### src/assert_macros.svh
// ---------------------------------------------------------------------------
// Assertion macros
// Shared concurrent assertion forms for the number token normalizer.
// ---------------------------------------------------------------------------
`ifndef ASSERT_MACROS_SVH
`define ASSERT_MACROS_SVH

// The consequent must hold in the same cycle as the antecedent.
`define NTN_ASSERT_SAME(lbl, clk, rst_n, ante, cons) \
  lbl: assert property (@(posedge clk) disable iff (!rst_n) (ante) |-> (cons)) \
    else $error("NTN assertion failed");

// The consequent must hold in the cycle after the antecedent.
`define NTN_ASSERT_NEXT(lbl, clk, rst_n, ante, cons) \
  lbl: assert property (@(posedge clk) disable iff (!rst_n) (ante) |=> (cons)) \
    else $error("NTN assertion failed");

`endif

### src/ntn_pkg.sv
// ---------------------------------------------------------------------------
// ntn_pkg
// Types and character constants shared by the number token normalizer.
// ---------------------------------------------------------------------------
package ntn_pkg;

  localparam logic [7:0] CH_PLUS  = 8'h2B;
  localparam logic [7:0] CH_MINUS = 8'h2D;
  localparam logic [7:0] CH_POINT = 8'h2E;
  localparam logic [7:0] CH_ZERO  = 8'h30;
  localparam logic [7:0] CH_NINE  = 8'h39;
  localparam logic [7:0] CH_E_UP  = 8'h45;
  localparam logic [7:0] CH_E_LO  = 8'h65;

  // One queue entry: the one or two results caused by one request.
  // When verdict is set, the final result of the entry is the verdict.
  typedef struct packed {
    logic [7:0] ch0;
    logic [7:0] ch1;
    logic       two;
    logic       verdict;
    logic       is_num;
  } ntn_bundle_t;

  // Queue status seen by the front and the back.
  typedef struct packed {
    logic full;
    logic empty;
  } ntn_qstat_t;

endpackage

### src/ntn_stream_ifs.sv
// ---------------------------------------------------------------------------
// ntn stream interfaces
// Valid/ready channels for character requests and normalized results.
// ---------------------------------------------------------------------------
interface ntn_in_if;
  logic       valid;
  logic       ready;
  logic [7:0] ch;
  logic       end_mark;

  modport source (output valid, output ch, output end_mark, input ready);
  modport sink   (input valid, input ch, input end_mark, output ready);
endinterface

interface ntn_out_if;
  logic       valid;
  logic       ready;
  logic [7:0] out_ch;
  logic       char_valid;
  logic       verdict_valid;
  logic       is_number;
  logic       last;

  modport source (output valid, output out_ch, output char_valid, output verdict_valid,
                  output is_number, output last, input ready);
  modport sink   (input valid, input out_ch, input char_valid, input verdict_valid,
                  input is_number, input last, output ready);
endinterface

### src/ntn_front.sv
// ---------------------------------------------------------------------------
// ntn_front
// Accepts character requests, runs the number grammar and queues results.
// ---------------------------------------------------------------------------
module ntn_front import ntn_pkg::*; (
  input  logic        clk_i,
  input  logic        rst_ni,
  ntn_in_if.sink      in_i,
  input  ntn_qstat_t  qstat_i,
  output logic        push_o,
  output ntn_bundle_t bundle_o
);

  typedef enum logic [6:0] {
    PH_START   = 7'b0000001,
    PH_SIGNED  = 7'b0000010,
    PH_INT     = 7'b0000100,
    PH_FRAC    = 7'b0001000,
    PH_EXPMARK = 7'b0010000,
    PH_EXPSIGN = 7'b0100000,
    PH_EXPDIG  = 7'b1000000
  } ntn_phase_e;

  ntn_phase_e phase_q, phase_d;
  logic       nz_q, nz_d;
  logic       mant_q, mant_d;
  logic       pp_q, pp_d;
  logic       rej_q, rej_d;

  logic        accept;
  logic        emit;
  logic        is_dig, is_emark, is_sgn, ok;
  ntn_bundle_t bnd;

  assign in_i.ready = !qstat_i.full;
  assign accept     = in_i.valid && in_i.ready;

  assign is_dig   = (in_i.ch >= CH_ZERO) && (in_i.ch <= CH_NINE);
  assign is_emark = (in_i.ch == CH_E_LO) || (in_i.ch == CH_E_UP);
  assign is_sgn   = (in_i.ch == CH_PLUS) || (in_i.ch == CH_MINUS);

  // The string ends well formed only after an integer digit, a fraction
  // with some mantissa digit, or an exponent digit.
  assign ok = !rej_q && ((phase_q == PH_INT) || ((phase_q == PH_FRAC) && mant_q) ||
                         (phase_q == PH_EXPDIG));

  always_comb begin
    phase_d = phase_q;
    nz_d    = nz_q;
    mant_d  = mant_q;
    pp_d    = pp_q;
    rej_d   = rej_q;
    emit    = 1'b0;
    bnd     = '0;
    if (in_i.end_mark) begin
      emit        = 1'b1;
      bnd.verdict = 1'b1;
      bnd.is_num  = ok;
      if (ok && (phase_q == PH_INT) && !nz_q) begin
        bnd.two = 1'b1;
        bnd.ch0 = CH_ZERO;
      end
      phase_d = PH_START;
      nz_d    = 1'b0;
      mant_d  = 1'b0;
      pp_d    = 1'b0;
      rej_d   = 1'b0;
    end else if (!rej_q) begin
      case (phase_q)
        PH_START, PH_SIGNED, PH_INT: begin
          if ((phase_q == PH_START) && is_sgn) begin
            emit    = (in_i.ch == CH_MINUS);
            bnd.ch0 = in_i.ch;
            phase_d = PH_SIGNED;
          end else if (is_dig) begin
            mant_d = 1'b1;
            if ((in_i.ch != CH_ZERO) || nz_q) begin
              emit    = 1'b1;
              bnd.ch0 = in_i.ch;
              nz_d    = 1'b1;
            end
            phase_d = PH_INT;
          end else if (in_i.ch == CH_POINT) begin
            emit    = !nz_q;
            bnd.ch0 = CH_ZERO;
            pp_d    = 1'b1;
            phase_d = PH_FRAC;
          end else if (is_emark && (phase_q == PH_INT)) begin
            emit = 1'b1;
            if (!nz_q) begin
              bnd.ch0 = CH_ZERO;
              bnd.ch1 = in_i.ch;
              bnd.two = 1'b1;
            end else begin
              bnd.ch0 = in_i.ch;
            end
            phase_d = PH_EXPMARK;
          end else begin
            rej_d = 1'b1;
          end
        end
        PH_FRAC: begin
          if (is_dig) begin
            emit = 1'b1;
            if (pp_q) begin
              bnd.ch0 = CH_POINT;
              bnd.ch1 = in_i.ch;
              bnd.two = 1'b1;
            end else begin
              bnd.ch0 = in_i.ch;
            end
            pp_d   = 1'b0;
            mant_d = 1'b1;
          end else if (is_emark && mant_q) begin
            emit    = 1'b1;
            bnd.ch0 = in_i.ch;
            pp_d    = 1'b0;
            phase_d = PH_EXPMARK;
          end else begin
            rej_d = 1'b1;
          end
        end
        PH_EXPMARK: begin
          if (is_sgn || is_dig) begin
            emit    = 1'b1;
            bnd.ch0 = in_i.ch;
            phase_d = is_sgn ? PH_EXPSIGN : PH_EXPDIG;
          end else begin
            rej_d = 1'b1;
          end
        end
        PH_EXPSIGN, PH_EXPDIG: begin
          if (is_dig) begin
            emit    = 1'b1;
            bnd.ch0 = in_i.ch;
            phase_d = PH_EXPDIG;
          end else begin
            rej_d = 1'b1;
          end
        end
        default: begin
          rej_d = 1'b1;
        end
      endcase
    end
  end

  always_ff @(posedge clk_i or negedge rst_ni) begin
    if (!rst_ni) begin
      phase_q <= PH_START;
      nz_q    <= 1'b0;
      mant_q  <= 1'b0;
      pp_q    <= 1'b0;
      rej_q   <= 1'b0;
    end else if (accept) begin
      phase_q <= phase_d;
      nz_q    <= nz_d;
      mant_q  <= mant_d;
      pp_q    <= pp_d;
      rej_q   <= rej_d;
    end
  end

  assign push_o   = accept && emit;
  assign bundle_o = bnd;

endmodule

### src/ntn_queue.sv
// ---------------------------------------------------------------------------
// ntn_queue
// Small register FIFO of result bundles between the front and the back.
// ---------------------------------------------------------------------------
module ntn_queue import ntn_pkg::*; #(
  parameter int unsigned DEPTH = 4
) (
  input  logic        clk_i,
  input  logic        rst_ni,
  input  logic        push_i,
  input  ntn_bundle_t push_data_i,
  input  logic        pop_i,
  output ntn_bundle_t head_o,
  output ntn_qstat_t  qstat_o
);

  localparam int unsigned PW = (DEPTH > 1) ? $clog2(DEPTH) : 1;
  localparam int unsigned CW = $clog2(DEPTH + 1);

  ntn_bundle_t      mem_q [DEPTH];
  logic [PW-1:0]    wr_ptr_q, wr_ptr_d;
  logic [PW-1:0]    rd_ptr_q, rd_ptr_d;
  logic [CW-1:0]    cnt_q, cnt_d;
  logic             do_push, do_pop;

  assign qstat_o.full  = (cnt_q == CW'(DEPTH));
  assign qstat_o.empty = (cnt_q == '0);
  assign do_push       = push_i && !qstat_o.full;
  assign do_pop        = pop_i && !qstat_o.empty;
  assign head_o        = mem_q[rd_ptr_q];

  always_comb begin
    wr_ptr_d = wr_ptr_q;
    rd_ptr_d = rd_ptr_q;
    cnt_d    = cnt_q;
    if (do_push) begin
      wr_ptr_d = (wr_ptr_q == PW'(DEPTH - 1)) ? '0 : wr_ptr_q + 1'b1;
    end
    if (do_pop) begin
      rd_ptr_d = (rd_ptr_q == PW'(DEPTH - 1)) ? '0 : rd_ptr_q + 1'b1;
    end
    if (do_push && !do_pop) begin
      cnt_d = cnt_q + 1'b1;
    end else if (do_pop && !do_push) begin
      cnt_d = cnt_q - 1'b1;
    end
  end

  always_ff @(posedge clk_i or negedge rst_ni) begin
    if (!rst_ni) begin
      wr_ptr_q <= '0;
      rd_ptr_q <= '0;
      cnt_q    <= '0;
    end else begin
      wr_ptr_q <= wr_ptr_d;
      rd_ptr_q <= rd_ptr_d;
      cnt_q    <= cnt_d;
    end
  end

  always_ff @(posedge clk_i) begin
    if (do_push) begin
      mem_q[wr_ptr_q] <= push_data_i;
    end
  end

endmodule

### src/ntn_back.sv
// ---------------------------------------------------------------------------
// ntn_back
// Splits queued bundles into single results behind an output register.
// ---------------------------------------------------------------------------
module ntn_back import ntn_pkg::*; (
  input  logic        clk_i,
  input  logic        rst_ni,
  input  ntn_bundle_t head_i,
  input  ntn_qstat_t  qstat_i,
  output logic        pop_o,
  output logic        busy_second_o,
  ntn_out_if.source   out_o
);

  logic       valid_q;
  logic       sel_q, sel_d;
  logic       load;
  logic       fin;
  logic [7:0] ch_d, ch_q;
  logic       cv_d, cv_q;
  logic       vv_d, vv_q;
  logic       num_d, num_q;
  logic       last_d, last_q;

  assign load = !qstat_i.empty && (!valid_q || out_o.ready);
  // The result being loaded is the last of its bundle.
  assign fin  = sel_q || !head_i.two;

  always_comb begin
    sel_d  = sel_q;
    last_d = fin;
    if (fin && head_i.verdict) begin
      ch_d  = '0;
      cv_d  = 1'b0;
      vv_d  = 1'b1;
      num_d = head_i.is_num;
    end else begin
      ch_d  = sel_q ? head_i.ch1 : head_i.ch0;
      cv_d  = 1'b1;
      vv_d  = 1'b0;
      num_d = 1'b0;
    end
    if (load) begin
      sel_d = !fin;
    end
  end

  always_ff @(posedge clk_i or negedge rst_ni) begin
    if (!rst_ni) begin
      valid_q <= 1'b0;
      sel_q   <= 1'b0;
    end else begin
      sel_q <= sel_d;
      if (load) begin
        valid_q <= 1'b1;
      end else if (out_o.ready) begin
        valid_q <= 1'b0;
      end
    end
  end

  always_ff @(posedge clk_i) begin
    if (load) begin
      ch_q   <= ch_d;
      cv_q   <= cv_d;
      vv_q   <= vv_d;
      num_q  <= num_d;
      last_q <= last_d;
    end
  end

  assign pop_o             = load && fin;
  assign busy_second_o     = sel_q;
  assign out_o.valid         = valid_q;
  assign out_o.out_ch        = ch_q;
  assign out_o.char_valid    = cv_q;
  assign out_o.verdict_valid = vv_q;
  assign out_o.is_number     = num_q;
  assign out_o.last          = last_q;

endmodule

### src/number_token_normalizer.sv
// ---------------------------------------------------------------------------
// number_token_normalizer
// Checks a decimal number string and emits its JSON-normalized form.
// ---------------------------------------------------------------------------
// Each request on in_i carries one character of a number string, or an end
// mark. The block checks the string against the plain decimal float form
// (optional sign, digits with optional point and fraction or a point and
// digits, optional exponent with optional sign and digits) and on out_o emits
// a normalized copy as it goes: a plus sign is dropped, leading integer
// zeros are stripped, a lone 0 is supplied for a missing or all-zero integer
// part, a trailing point is dropped and the exponent is copied as it is.
// Characters are emitted before the string is known to be good; the end
// request yields a final result with verdict_valid set whose is_number says
// whether the emitted characters should be kept. The flag last marks the
// final result caused by each request; a character request may cause none.
// Rate: the front takes one request per cycle as long as the queue of DEPTH
// entries has room. The back delivers one result per cycle while out_o is
// ready, so a request that causes two results (a supplied 0 or point ahead
// of a character, or a 0 ahead of the verdict) holds the back for both; the
// queue absorbs such bursts. A request's first result enters the queue when
// the request is taken and then moves on into the output register.
// ---------------------------------------------------------------------------
`include "assert_macros.svh"

module number_token_normalizer import ntn_pkg::*; #(
  parameter int unsigned DEPTH = 4
) (
  input  logic       clk_i,
  input  logic       rst_ni,
  ntn_in_if.sink     in_i,
  ntn_out_if.source  out_o
);

  // Front to queue: a bundle of results is pushed only when the request
  // actually causes at least one result.
  logic        push;
  ntn_bundle_t push_data;

  // Queue to back: head bundle and fill status.
  ntn_bundle_t head;
  ntn_qstat_t  qstat;
  logic        pop;
  logic        busy_second;

  ntn_front u_front (
    .clk_i    (clk_i),
    .rst_ni   (rst_ni),
    .in_i     (in_i),
    .qstat_i  (qstat),
    .push_o   (push),
    .bundle_o (push_data)
  );

  ntn_queue #(
    .DEPTH (DEPTH)
  ) u_queue (
    .clk_i       (clk_i),
    .rst_ni      (rst_ni),
    .push_i      (push),
    .push_data_i (push_data),
    .pop_i       (pop),
    .head_o      (head),
    .qstat_o     (qstat)
  );

  ntn_back u_back (
    .clk_i         (clk_i),
    .rst_ni        (rst_ni),
    .head_i        (head),
    .qstat_i       (qstat),
    .pop_o         (pop),
    .busy_second_o (busy_second),
    .out_o         (out_o)
  );

  // A verdict is always the final result of its request.
  `NTN_ASSERT_SAME(a_verdict_last, clk_i, rst_ni, out_o.valid && out_o.verdict_valid, out_o.last)

  // A result is either a character or a verdict, never both.
  `NTN_ASSERT_SAME(a_kind_excl, clk_i, rst_ni, out_o.valid, !(out_o.char_valid && out_o.verdict_valid))

  // While the back is between the two halves of a bundle, the queue holds it.
  `NTN_ASSERT_SAME(a_second_held, clk_i, rst_ni, busy_second, !qstat.empty)

  // Popping a one-result bundle never leaves the back between two halves.
  `NTN_ASSERT_NEXT(a_first_no_pop, clk_i, rst_ni, pop && !busy_second, !busy_second)

endmodule
### src/flat_wrapper.sv
// flat-port wrapper written by rule: the top's interface ports become plain ports
module number_token_normalizer_flat import ntn_pkg::*;
#(
  parameter int unsigned DEPTH = 4
)
  (clk_i, rst_ni, in_i_valid, in_i_ch, in_i_end_mark, in_i_ready, out_o_valid, out_o_out_ch, out_o_char_valid, out_o_verdict_valid, out_o_is_number, out_o_last, out_o_ready);
  ntn_in_if in_i_i ();
  ntn_out_if out_o_i ();
  input  logic clk_i;
  input  logic rst_ni;
  input wire logic [$bits(in_i_i.valid)-1:0] in_i_valid;
  input wire logic [$bits(in_i_i.ch)-1:0] in_i_ch;
  input wire logic [$bits(in_i_i.end_mark)-1:0] in_i_end_mark;
  output wire logic [$bits(in_i_i.ready)-1:0] in_i_ready;
  output wire logic [$bits(out_o_i.valid)-1:0] out_o_valid;
  output wire logic [$bits(out_o_i.out_ch)-1:0] out_o_out_ch;
  output wire logic [$bits(out_o_i.char_valid)-1:0] out_o_char_valid;
  output wire logic [$bits(out_o_i.verdict_valid)-1:0] out_o_verdict_valid;
  output wire logic [$bits(out_o_i.is_number)-1:0] out_o_is_number;
  output wire logic [$bits(out_o_i.last)-1:0] out_o_last;
  input wire logic [$bits(out_o_i.ready)-1:0] out_o_ready;
  assign in_i_i.valid = in_i_valid;
  assign in_i_i.ch = in_i_ch;
  assign in_i_i.end_mark = in_i_end_mark;
  assign in_i_ready = in_i_i.ready;
  assign out_o_valid = out_o_i.valid;
  assign out_o_out_ch = out_o_i.out_ch;
  assign out_o_char_valid = out_o_i.char_valid;
  assign out_o_verdict_valid = out_o_i.verdict_valid;
  assign out_o_is_number = out_o_i.is_number;
  assign out_o_last = out_o_i.last;
  assign out_o_i.ready = out_o_ready;
  number_token_normalizer #(.DEPTH(DEPTH)) u_core (.clk_i(clk_i), .rst_ni(rst_ni), .in_i(in_i_i), .out_o(out_o_i));
endmodule
### config.mk
export PLATFORM = sky130hd
export DESIGN_NAME = number_token_normalizer_flat
export DESIGN_NICKNAME = d
export VERILOG_FILES = /design/src/ntn_pkg.sv /design/src/ntn_stream_ifs.sv /design/src/ntn_front.sv /design/src/ntn_queue.sv /design/src/ntn_back.sv /design/src/number_token_normalizer.sv /design/src/flat_wrapper.sv
export VERILOG_INCLUDE_DIRS = /design/src /design/src/src
export SDC_FILE = /design/constraint.sdc
export NUM_CORES = 1
export LEC_CHECK = 0
export ABC_CLOCK_PERIOD_IN_PS = 4850
export BUFFER_PORTS_ARGS = -buffer_cell sky130_fd_sc_hd__buf_2
export CAP_MARGIN = 20
export CORE_MARGIN = 2
export CORE_UTILIZATION = 61
export DETAILED_ROUTE_END_ITERATION = 6
export PLACE_DENSITY_LB_ADDON = 0.1
export REMOVE_ABC_BUFFERS = 1
export SYNTH_ARGS = -nofsm -noshare
export SYNTH_HDL_FRONTEND = slang
export SYNTH_SLANG_ARGS = --single-unit
### constraint.sdc
create_clock -name clk_i -period 4.85 [get_ports clk_i]
set_input_delay 0.485 -clock clk_i [delete_from_list [all_inputs] [get_ports clk_i]]
set_output_delay 0.485 -clock clk_i [all_outputs]
set_load 0.05 [all_outputs]
==> metrics.md <==
| Metric | Value |
|---|---|
| Critical path launch point type | flop |
| Pre-CTS setup slack | 1.307 ns |
| Critical path capture point type | flop |
| Synth top area share | 0.5106 |
| CTS Buffer Depth | 2 |
| CP Class | reg -> reg |
| Initial Utilization | 0.6298 |
| Reg-to-Reg End | u_core.u_queue.cnt_q[2] |
| Min Hold Slack | 0.05891 ns |
| Crit share post-route | 0.7284 |
| First-pass GRT wire length | 16570 µm |
| Antenna-violating nets left | 0 |
| Seq/Total Area, Yosys | 0.6076 |
| DR vias/cell | 6.245 |
| Worst reg2reg path depth | 12 |
| Clock Latency Late Sink | 0.36 ns |
| Status | completed |
| # hold bufs at CTS | 0 |
| Initial antenna violation count | 0 |
| Peak VDD IR | 0.0002697 V |
| Post-synth EDFFs | 88 |
| Max Freq | 283.1 MHz |
| Post-cts sizing count | 0 |
| Max Cap Violations | 0 |
| CTS H-tree lvls | 3 |
| Dominant cells by area after synthesis | edfxtp_1 (51%), dfrtp_1 (9.2%), mux4_2 (8.3%) |
| Pwr Density | 508.4 nW/µm² |
| Final Util | 0.6855 |
| DR iter-0 viols | 209 |
| Pwr Total | 2.864 mW |
| Site Rows | 33 |
| Share of layout cells above drive strength 1 | 0.2200 |
| GRT Total Usage | 0.2429 |
| Reg-to-reg slack, setup | 1.32 ns |
| Area grow syn2layout | 8.849% |
| Largest net degree at the start of global routing | 22 |
| Postcts setup bufs | 0 |
| Crit path arrival time | 3.83 ns |
| Die X | 96.11 µm |
| Pre-antenna DRT Iters | 4 |
| GP Congestion | 0.9075 |
| Leading area contributor after synthesis | edfxtp_1 |
| Syn Inst Count | 372 |
| Setup TNS Final | 0 ns |
| CTS tree | done |
| Residual DRC | 0 |
| Root Buffer Master | clkbuf_8 |
| P_leak | 2.084 nW |
| Synth Area per Inst | 13.91 µm² |
| GR Overflow Total | 0 |
| Post-layout nets | 424 |
| Mapped cell area | 5175 µm² |
| Yosys reg bits | 108 |
| Vert. Die Dim | 96.11 µm |
| WL final | 10220 µm |
| Worst setup margin | 1.317 ns |
| Synth Warn # | 0 |
| Worst Skew | 0.009506 ns |
| Fraction of registers with async set/reset | 0.1852 |
| CTS sink cnt | 108 |
| Number of port buffers | 26 |
| Worst-path fanout max | 12 |
| # diodes | 0 |
| Vias | 3210 |
| I/O pins | 27 |
| Worst hold-check path type | in -> async |
| Commonest cells post-synth | edfxtp_1 (88), nor2_1 (33), dfrtp_1 (19), mux4_2 (19), nand2_1 (13) |
| RSZ-0062 raised after global routing | false |
| Least-Margin Pin Slew | 0.7355 ns |
| Max-slew headroom | 0.5030 |
| Endpoints failing hold | 0 |
| Vias in the first global route | 3292 |
| DP HPWL | 7099 µm |
| Ys flop type | edfxtp_1 |
| Slew Limit Fails | 0 |
| Die Area | 9236 µm² |
| Most frequent cell after synthesis | edfxtp_1 |
| CP Data Required Time | 5.15 ns |
| Wire length per cell | 19.89 µm |
| Fin crit period | 3.533 ns |
| Reg clk slew, reported paths | 0.11 ns |
| Total CTS buffers | 9 |
| Final setup viols | 0 |
| Reg2Reg Launch Point | u_core.u_front.phase_q[4] |
| Cell variety after synth | 73 |
| Core box area | 8217 µm² |
## layout by cell type, fill, tap and decap left out, drive strengths merged, types with 4 or more instances in the layout
cell	instances
edfxtp	88
nor2	33
buf	33
mux4	19
dfrtp	19
a21oi	14
inv	14
nand2	13
nor3	11
nand3	11
and2	10
mux2i	10
o21ai	10
clkbuf	9
o211ai	9
conb	8
ha	6
a21boi	6
o31ai	5
xor2	4
and3	4
or3	4
clkinv	4
## report_power, final
group | switching [mW] | leakage, nW | internal (mW)
clock network | 0.330 | 0.103 | 0.206
registers | 0.103 | 1.09 | 1.19
logic | 0.641 | 0.894 | 0.396
## cell type report
cell class,instances,area (µm²)
Timing Repair Buffer,33,182.7
Clock inverter,7,81.33
Multi-Input combinational cell,241,1928
Inverter,11,41.29
Fill cell,586,2584
Sequential cell,108,3144
Tap cell,105,131.4
Clock buffer,9,123.9
## sequential cells by signal, summed over array words and instances (netlist names), 2 cells and up
name	flops
u_core.u_front.phase_q	7
u_core.u_back.out_o.out_ch	8
u_core.u_queue.rd_ptr_q	2
u_core.u_queue.wr_ptr_q	2
u_core.u_queue.mem_q	76
u_core.u_queue.cnt_q	3
## worst max-delay path: stages (launching register included)
cell and delay (ns):
dfrtp_1 0.59, or3b_2 0.57, o211ai_2 0.14, a21oi_2 0.14, nor3_1 0.48, o21ai_1 0.34, nand2_1 0.15, ha_1 0.20
inv_1 0.06, fa_1 0.37, xor2_1 0.15, nor2_1 0.12, xor2_1 0.15
## kinds of logic after synthesis
| group | count (synthesis) | share of synthesized area |
|---|---|---|
| adder cells (fa/ha/maj) | 7 | 0.01838 |
| other | 1 | 0.0007246 |
| buffers and inverters | 30 | 0.02781 |
| AND/OR/NAND/NOR | 117 | 0.1260 |
| XOR/XNOR | 7 | 0.01185 |
| flip-flops | 108 | 0.6076 |
| AO/OA/AOI/OAI | 71 | 0.1013 |
| multiplexers | 31 | 0.1064 |
## layer usage
layer  vias to the layer above  global-route usage  part of all wire
met5                         -                   0                 0
met1                      1608              0.3339              0.44
li1                       1504                   -                 -
met3                        19             0.03524             0.035
met4                         0             0.07024             0.018
met2                        79              0.4068              0.51
## worst max-delay path by stage
stage	from	cells past startpoint	end	slack (ns)
after global routing	u_core.u_front.phase_q[4]	12	u_core.u_queue.cnt_q[2]	1.09
after floorplan	u_core.u_front.phase_q[1]	6	u_core.u_queue.mem_q[0][0]	1.07
after CTS	u_core.u_front.phase_q[4]	12	u_core.u_queue.cnt_q[2]	1.35
after detailed placement	in_i_ch[0]	11	u_core.u_queue.cnt_q[1]	1.31
after global placement	in_i_ch[0]	11	u_core.u_queue.cnt_q[1]	1.34
final	u_core.u_front.phase_q[4]	12	u_core.u_queue.cnt_q[2]	1.32
## stage by stage
stage | std cells | area, µm²
floorplan | 360 | 5099
global placement | 498 | 5428
detailed placement | 498 | 5428
CTS | 514 | 5633
global route | 514 | 5633
finish | 514 | 5633
Note: power is estimated with default switching activity, not from simulation.
